<file path="src/kf2_pkg.sv">
// kf2_pkg: shared types, constants and arithmetic helpers for the two-state kalman filter
package kf2_pkg;

   localparam int FRAC_BITS = 8;
   localparam int OPND_W    = 32;
   localparam int PROD_W    = 2 * OPND_W;
   localparam int ACC_W     = PROD_W + 2;
   localparam int Y_W       = 26;
   localparam int CSR_W     = 64;
   localparam int CSR_IDX_W = 3;
   localparam int NUM_W     = 32 + 2 * FRAC_BITS;
   localparam int QUO_W     = 31;
   localparam int DIV_CNT_W = 5;
   localparam int LP_SHIFT  = 16;

   localparam logic [CSR_IDX_W-1:0] CSR_TRANSITION    = 3'd0;
   localparam logic [CSR_IDX_W-1:0] CSR_DRIVE         = 3'd1;
   localparam logic [CSR_IDX_W-1:0] CSR_OBSERVATION   = 3'd2;
   localparam logic [CSR_IDX_W-1:0] CSR_PROCESS_NOISE = 3'd3;
   localparam logic [CSR_IDX_W-1:0] CSR_MEAS_NOISE    = 3'd4;

   localparam logic [63:0] TRANSITION_RESET  = 64'h0100_0000_0000_0100;
   localparam logic [63:0] DRIVE_RESET       = 64'h0;
   localparam logic [31:0] OBSERVATION_RESET = 32'h0000_0100;
   localparam logic [63:0] PROCESS_RESET     = 64'h0;
   localparam logic [15:0] MEAS_NOISE_RESET  = 16'h0100;

   localparam logic signed [OPND_W-1:0] LP_KEEP = 32'sd13107;
   localparam logic signed [OPND_W-1:0] LP_TAKE = 32'sd52429;

   typedef struct packed {
      logic               measurement_present;
      logic signed [15:0] drive_first;
      logic signed [15:0] drive_second;
      logic signed [15:0] measured_value;
   } kf2_req_type;

   typedef struct packed {
      logic signed [15:0] estimate_first;
      logic signed [15:0] estimate_second;
      logic signed [15:0] observed_output;
      logic               low_pass_active;
      logic               gain_suppressed;
   } kf2_rsp_type;

   typedef enum logic [3:0] {
      OP_NONE, OP_XP, OP_AP, OP_PP, OP_PC, OP_CP, OP_SV,
      OP_CXP, OP_KY, OP_KCP, OP_CX, OP_LP
   } kf2_op_type;

   typedef enum logic [3:0] {
      ST_IDLE, ST_XP, ST_AP, ST_PP, ST_PC, ST_CP, ST_SV, ST_CXP,
      ST_DIV_GO, ST_DIV_WAIT, ST_KY, ST_KCP, ST_CX, ST_LP, ST_DRAIN, ST_FINISH
   } kf2_state_type;

   typedef struct packed {
      kf2_op_type op;
      logic       i;
      logic       j;
      logic       k;
      logic       first;
      logic       last;
      logic       capture;
      logic       div_start;
      logic       div_sel;
      logic       k_clear;
      logic       load_out;
   } kf2_cmd_type;

   typedef struct packed {
      logic s_zero;
      logic div_done;
   } kf2_sts_type;

   function automatic logic signed [15:0] entry(input logic [63:0] r, input logic [1:0] idx);
      entry = signed'(r[{idx, 4'b0000} +: 16]);
   endfunction

   function automatic logic signed [ACC_W-1:0] rnd_shift(input logic signed [ACC_W-1:0] v,
                                                          input int unsigned s);
      logic signed [ACC_W-1:0] half;
      half = '0;
      half[s-1] = 1'b1;
      rnd_shift = (v + half) >>> s;
   endfunction

   function automatic logic signed [15:0] sat16(input logic signed [ACC_W-1:0] v);
      if (v > 66'sd32767) begin
         sat16 = 16'sh7fff;
      end else if (v < -66'sd32768) begin
         sat16 = 16'sh8000;
      end else begin
         sat16 = v[15:0];
      end
   endfunction

   function automatic logic signed [31:0] sat32(input logic signed [ACC_W-1:0] v);
      if (v > 66'sd2147483647) begin
         sat32 = 32'sh7fff_ffff;
      end else if (v < -66'sd2147483648) begin
         sat32 = 32'sh8000_0000;
      end else begin
         sat32 = v[31:0];
      end
   endfunction

endpackage

</file>
<file path="src/kf2_ctrl.sv">
// kf2_ctrl: sequencer that steps the shared multiplier and divider through one update
module kf2_ctrl (
   input  logic                 clock,
   input  logic                 reset,
   input  logic                 req_valid,
   output logic                 req_ready,
   input  logic                 measurement_present,
   output logic                 rsp_valid,
   input  logic                 rsp_ready,
   output kf2_pkg::kf2_cmd_type cmd,
   input  kf2_pkg::kf2_sts_type sts
);
   import kf2_pkg::*;

   kf2_state_type state_ff, state_in, state_after;
   logic [2:0]    cnt_ff, cnt_in, cnt_last;
   logic          div_sel_ff, div_sel_in;
   logic          rsp_valid_ff, rsp_valid_in;
   logic          step_end;

   always_ff @(posedge clock) begin
      if (reset) begin
         state_ff     <= ST_IDLE;
         cnt_ff       <= '0;
         div_sel_ff   <= 1'b0;
         rsp_valid_ff <= 1'b0;
      end else begin
         state_ff     <= state_in;
         cnt_ff       <= cnt_in;
         div_sel_ff   <= div_sel_in;
         rsp_valid_ff <= rsp_valid_in;
      end
   end

   always_comb begin
      case (state_ff)
         ST_XP, ST_AP, ST_PP:          cnt_last = 3'd7;
         ST_PC, ST_CP, ST_KCP, ST_LP:  cnt_last = 3'd3;
         ST_SV, ST_CXP, ST_KY, ST_CX:  cnt_last = 3'd1;
         default:                      cnt_last = 3'd0;
      endcase
      case (state_ff)
         ST_XP:   state_after = ST_AP;
         ST_AP:   state_after = ST_PP;
         ST_PP:   state_after = ST_PC;
         ST_PC:   state_after = ST_CP;
         ST_CP:   state_after = ST_SV;
         ST_SV:   state_after = ST_CXP;
         ST_CXP:  state_after = ST_DIV_GO;
         ST_KY:   state_after = ST_KCP;
         ST_KCP:  state_after = ST_CX;
         ST_CX:   state_after = ST_DRAIN;
         ST_LP:   state_after = ST_DRAIN;
         default: state_after = ST_IDLE;
      endcase
      step_end = cnt_ff == cnt_last;
   end

   always_comb begin
      state_in     = state_ff;
      cnt_in       = cnt_ff;
      div_sel_in   = div_sel_ff;
      cmd          = '0;
      cmd.op       = OP_NONE;
      cmd.div_sel  = div_sel_ff;
      req_ready    = 1'b0;
      rsp_valid_in = rsp_valid_ff & !rsp_ready;

      case (state_ff)
         ST_XP: begin
            cmd.op    = OP_XP;
            cmd.i     = cnt_ff[2];
            cmd.j     = cnt_ff[0];
            cmd.k     = cnt_ff[1];
            cmd.first = cnt_ff[1:0] == 2'd0;
            cmd.last  = cnt_ff[1:0] == 2'd3;
         end
         ST_AP: begin
            cmd.op    = OP_AP;
            cmd.i     = cnt_ff[2];
            cmd.k     = cnt_ff[1];
            cmd.j     = cnt_ff[0];
            cmd.first = !cnt_ff[0];
            cmd.last  = cnt_ff[0];
         end
         ST_PP: begin
            cmd.op    = OP_PP;
            cmd.i     = cnt_ff[2];
            cmd.j     = cnt_ff[1];
            cmd.k     = cnt_ff[0];
            cmd.first = !cnt_ff[0];
            cmd.last  = cnt_ff[0];
         end
         ST_PC, ST_CP: begin
            cmd.op    = state_ff == ST_PC ? OP_PC : OP_CP;
            cmd.i     = cnt_ff[1];
            cmd.k     = cnt_ff[0];
            cmd.first = !cnt_ff[0];
            cmd.last  = cnt_ff[0];
         end
         ST_SV, ST_CXP, ST_CX: begin
            case (state_ff)
               ST_SV:   cmd.op = OP_SV;
               ST_CXP:  cmd.op = OP_CXP;
               default: cmd.op = OP_CX;
            endcase
            cmd.i     = cnt_ff[0];
            cmd.first = !cnt_ff[0];
            cmd.last  = cnt_ff[0];
            div_sel_in = 1'b0;
         end
         ST_KY: begin
            cmd.op    = OP_KY;
            cmd.i     = cnt_ff[0];
            cmd.first = 1'b1;
            cmd.last  = 1'b1;
         end
         ST_KCP: begin
            cmd.op    = OP_KCP;
            cmd.i     = cnt_ff[1];
            cmd.j     = cnt_ff[0];
            cmd.first = 1'b1;
            cmd.last  = 1'b1;
         end
         ST_LP: begin
            cmd.op    = OP_LP;
            cmd.i     = cnt_ff[1];
            cmd.k     = cnt_ff[0];
            cmd.first = !cnt_ff[0];
            cmd.last  = cnt_ff[0];
         end
         default: ;
      endcase

      case (state_ff)
         ST_IDLE: begin
            req_ready = 1'b1;
            cnt_in    = '0;
            if (req_valid) begin
               cmd.capture = 1'b1;
               state_in    = measurement_present ? ST_XP : ST_LP;
            end
         end
         ST_DIV_GO: begin
            if (sts.s_zero) begin
               cmd.k_clear = 1'b1;
               state_in    = ST_KY;
            end else begin
               cmd.div_start = 1'b1;
               state_in      = ST_DIV_WAIT;
            end
         end
         ST_DIV_WAIT: begin
            if (sts.div_done) begin
               if (!div_sel_ff) begin
                  div_sel_in = 1'b1;
                  state_in   = ST_DIV_GO;
               end else begin
                  state_in = ST_KY;
               end
            end
         end
         ST_DRAIN: begin
            state_in = ST_FINISH;
         end
         ST_FINISH: begin
            if (!rsp_valid_ff || rsp_ready) begin
               cmd.load_out = 1'b1;
               rsp_valid_in = 1'b1;
               state_in     = ST_IDLE;
            end
         end
         default: begin
            cnt_in = step_end ? 3'd0 : cnt_ff + 3'd1;
            if (step_end) begin
               state_in = state_after;
            end
         end
      endcase
   end

   assign rsp_valid = rsp_valid_ff;

endmodule

</file>
<file path="config.mk">
export PLATFORM = sky130hd
export DESIGN_NAME = kf2_ctrl
export DESIGN_NICKNAME = d
export VERILOG_FILES = /design/src/kf2_pkg.sv /design/src/kf2_ctrl.sv
export SDC_FILE = /design/constraint.sdc
export NUM_CORES = 1
export LEC_CHECK = 0
export ABC_AREA = 0
export BUFFER_PORTS_ARGS = -buffer_cell sky130_fd_sc_hd__buf_2
export CAP_MARGIN = 10
export CORE_MARGIN = 2
export CORE_UTILIZATION = 60
export CTS_CLUSTER_DIAMETER = 50
export DETAILED_ROUTE_END_ITERATION = 12
export PLACE_DENSITY = 0.85
export RECOVER_POWER = 25
export SETUP_SLACK_MARGIN = 0.4
export SLEW_MARGIN = 20
export SYNTH_ARGS = -nofsm -noshare
export SYNTH_HDL_FRONTEND = slang
export SYNTH_SLANG_ARGS = --single-unit
</file>
<file path="constraint.sdc">
create_clock -name clock -period 6.6 [get_ports clock]
set_clock_uncertainty 0.15 [all_clocks]
set_input_delay 1.32 -clock clock [delete_from_list [all_inputs] [get_ports clock]]
set_output_delay 1.32 -clock clock [all_outputs]
set_load 0.05 [all_outputs]
</file>
Word level (Yosys, flattened, before mapping)
Memories as Yosys holds them, arrays and structs flattened. A register that Yosys moved wholly into a read port is not among the register bits. Index checks and enable logic that the tools add are counted.

$add $sub $neg: 1. Multiply operators: 0. Divide/modulo/power cells: 0. Magnitude comparators: 0. Eq/ne operators: 20. Shift operators: 0. Muxes and demuxes: 35. Bitwise gates (word level): 1. Reductions and logical operators: 16.

Operators by type and width (number): one-hot mux 5 bit (8 select lines) (1); two-way mux 4 bit (9); == test 4 bit (second input constant) (8); one-hot mux 4 bit (5 select lines) (1); == test 4 x 3 -> 1 bit (second input constant) (4); two-way mux 1 bit (16); == test 4 x 2 -> 1 bit (second input constant) (2); one-hot mux 4 bit (2 select lines) (1); OR reduction 4 bit (2); OR reduction 8 bit (1); inequality test 2 bit (second input constant) (3); one-hot mux 2 bit (3 select lines) (1); one-hot mux 3 bit (2 select lines) (1); nonzero test 6 bit (1); OR reduction 2 bit (3); OR reduction 3 bit (2); == test 4 x 1 -> 1 bit (second input constant) (1); zero test 4 bit (1); two-way mux 2 bit (2); one-hot mux 1 bit (2 select lines) (2); AND reduction 4 bit (1); adder 3 x 1 -> 3 bit (second input constant) (1); == test 3 bit (1); zero test 1 bit (3); other kinds (5) (5).

Flip-flop bits (word level): 9. Bits in latches: 0. RAM bits: 0. ROM bits: 112. Input bits: 7. Memories: 2.

Memory list: (no name shown) (words 16, bits a word 4, read ports 1, clocked after memory_dff 1, wr ports 0, RTL line kf2_ctrl.sv:42) `case (state_ff)`; (no name shown) (words 16, bits a word 3, read ports 1, clocked after memory_dff 1, wr ports 0, RTL line kf2_ctrl.sv:36) `case (state_ff)`.

Depth between registers and ports, before layout
Depth after elaboration: 6. Mapped depth: 12. Mapped depth without buffers: 10.

Least setup slack after synthesis
Ideal clock, no wire load.

Path type: input port to output port. Start: input sts[1] (netlist name). End: output cmd[3] (netlist name). Arrival: 2.396 ns. Data required time: 5.130 ns. Path slack: 2.734 ns. Cell stages on the path: 1. Path buffers: 0. Path through: nor3_1.

Cells in the longest elaborated chain, start to end: 2.

Ends and longest elaborated chain: from (decl) (RTL line kf2_ctrl.sv:11) `input kf2_pkg::kf2_sts_type sts`; two-way mux 1 bit (RTL line kf2_ctrl.sv:145) `if (sts.s_zero) begin`; two-way mux 1 bit (RTL line kf2_ctrl.sv:135) `case (state_ff)`; to (decl) (RTL line kf2_ctrl.sv:10) `output kf2_pkg::kf2_cmd_type cmd,`.

No other way between the ends.

==> impl_results.md <==
* Commonest cells in the netlist: 17 x nor2_1, 16 x dfxtp_1, 12 x nand2_1
* Cts bufs inserted at 3
* Slowest-stage cell, CP: dfxtp_1
* Area of the mapped netlist at 0.00133 mm2
* H-tree depth at 1
* Worst hold path class: reg2reg
* CTS tree: done
* CP endpoint kind: primary output
* Cell count after synthesis at 169
* Ant diodes at 0
* Final wirelength at 2.84 mm
* Post-Synth Adder-Cell Area at 6.59%
* DR DRC count at 0
* Post-route ant nets at 0
* Area Growth Syn to Fin at 4.43%
* Worst-Skew Late Latency at 0.28 ns
* Total track usage at 23.4%
* Xor/xnor share of the synthesized area at 5.18%
* Hold_ws at 0.392 ns
* Via count normalized by instance count at 5.96
* Crit start category: flip-flop
* Place WS at 2.90 ns
* Arrival time worst endpoint at 2.38 ns
* Max Clk Rate at 0.260 GHz
* Layout cell share with drive strength beyond 1 at 17.8%
* Synth Warn # at 0
* Detailed router's first-iteration violation count at 31
* Final hold vios at 0
* Simple-gate share of the synthesized area at 26.0%
* Synth async-reset ratio at 0%
* Layout Nets at 196
* Top-area cell type share of the netlist area at 24.1%
* Clk root buf: clkbuf_4
* Design area at 0.00139 mm2
* Syn_nets at 183
* CTS sink cnt at 16
* CP max stage delay at 0.93 ns
* Synth area leaders: dfxtp_1 24%, ha_1 6.6%, nor2_1 4.8%
* Initial antenna violation count at 0
* Fin worst setup slack at 2.75 ns
* Setup TNS at 0 ns
* Die width at 51.1 um
* Kind of critical path: reg2out
* Slew @ Worst Pin at 0.913 ns
* Main combinational cell family by area after synthesis: simple AND/OR/NAND/NOR gates
* Final HPWL DP at 2.03 mm
* Unrepaired setup endpoints after global routing: false
* Total number of vias at 1240
* Floorplan row count at 17
* Post-synthesis mux area share at 5.08%
* Worst-path clk slew at 0.09 ns
* DP Area at 0.00137 mm2
* Final min period at 3.85 ns
* Post-CTS Setup Repair Bufs at 0
* Yosys cell types at 51
* Post-synth EDFFs at 0
* Most numerous cell in the Yosys netlist: nor2_1
* I/O Buffers at 22
* Syn_area_per_cell at 7.86 um2
* Gpl congestion at 0.879
* Synth Register Bits at 16
* Max cap viols at 0
* Req. time, crit path at 5.13 ns
* Sequential element share of the synthesized area at 24.1%
* Pin count of the biggest net entering global routing at 27
* Placeable Area at 0.00215 mm2
* Final setup violation count at 0
* IO Pins at 23
* Height of the die at 51.1 um
* DRT Pass-1 Iters at 4
* Run status: finished, final reports clean
* Die Area at 0.00261 mm2
* Leading area contributor after synthesis: dfxtp_1
* Ratio of final minimum period to clock period at 58.4%
* Gr ovfl total at 0
* Post-CTS sizing at 0
* CP Max Fanout at 25
* Crit path cell chain: inv_1, or3_1, nand2b_1, nand3_1, o211ai_1, buf_2
* Max-slew headroom at 39.1%
* Max Slew Vio Count at 0
* First-pass GRT wire length at 4.66 mm
* Layout fillers at 203
* Routed len/inst at 13.6 um
* Top FF cell, synth: dfxtp_1
* Starting density of the core at 61.9%
* Number of global-route vias before repair at 1059
* Post-CTS Hold Fix Bufs at 0
* Synth Area in Compound Gates at 22.3%
* Clk buf depth at 2
==> kinds of logic (layout without fill, tap and decap cells) <==
family                     Yosys count  in the layout
xor gates and xnor gates             7              7
muxes                                6              6
DFF                                 16             16
adders and majority gates            7              7
buffers and inverters               25             36
and+or+nand+nor                     66             66
AOI/OAI and AO/OA                   42             42
==> metal layers <==
metal / GRT usage [%] / up-vias / routed length, um
met5: 0 / - / 0
met4: 12.2 / 0 / 40
met3: 3.22 / 4 / 119
met2: 38.5 / 37 / 1430
met1: 29.5 / 583 / 1250
li1: - / 616 / -
==> layout make-up <==
cell class	instances	area, um2	share of cell area [%]
clock buffers	3	22.5	1.62
inverters	11	41.3	2.98
multi-input cells	128	861	62.0
flip-flops and latches	16	320	23.1
well taps	28	35.0	2.52
repair buffers	22	108	7.75
==> final timing paths <==
| kind | depth (start not counted) | start | slack (ns) | to |
|---|---|---|---|---|
| setup reg to reg | 9 | state_ff[1] | 3.16 | cnt_last[0] |
| setup / recovery | 6 | state_ff[1] | 2.75 | cmd[9] |
| hold reg to reg | 2 | rsp_valid | 0.39 | rsp_valid |
| hold / removal | 2 | rsp_valid | 0.39 | rsp_valid |
==> layout by cell type (no fill, tap or decap), drive strengths merged, types with 2 or more instances in the layout <==
cell type | Yosys | layout
mux2i | 3 | 3
a211o | 2 | 2
o221ai | 2 | 2
nor2 | 17 | 17
buf | 11 | 20
a21o | 2 | 2
nand2b | 3 | 3
a32oi | 2 | 2
nor3 | 8 | 8
xor2 | 6 | 6
nor2b | 5 | 5
a22oi | 2 | 2
nand3b | 3 | 3
o211ai | 4 | 4
or3 | 4 | 4
nand2 | 12 | 12
nand3 | 4 | 4
a2bb2oi | 2 | 2
o22ai | 2 | 2
and2 | 2 | 2
mux2 | 3 | 3
inv | 11 | 11
o21ai | 8 | 8
dfxtp | 16 | 16
clkbuf | 3 | 5
a21oi | 10 | 10
ha | 7 | 7
==> state kept, by name (all words and copies together) (netlist names) <==
name	count
cnt_ff	3
cnt_last	3
div_sel_ff	1
rsp_valid	1
state_after	4
state_ff	4
==> worst max-delay path: cells and delay by family (launching register included) <==
| kind | cells | cell delay (ns) |
|---|---|---|
| flip-flops | 1 | 0.93 |
| AO/OA/AOI/OAI | 1 | 0.12 |
| AND/OR/NAND/NOR | 3 | 0.59 |
| buffers and inverters | 2 | 0.47 |
==> metrics by stage <==
step	std cells	utilization, %
2_1_floorplan	169	-
3_3_place_gp	205	63.9
3_5_place_dp	205	63.9
4_1_cts	208	64.9
5_1_grt	208	64.6
6_report	208	64.6
Power is not shown: default switching activity piles up to over one toggle a cycle in this logic, so the estimate is an artifact.
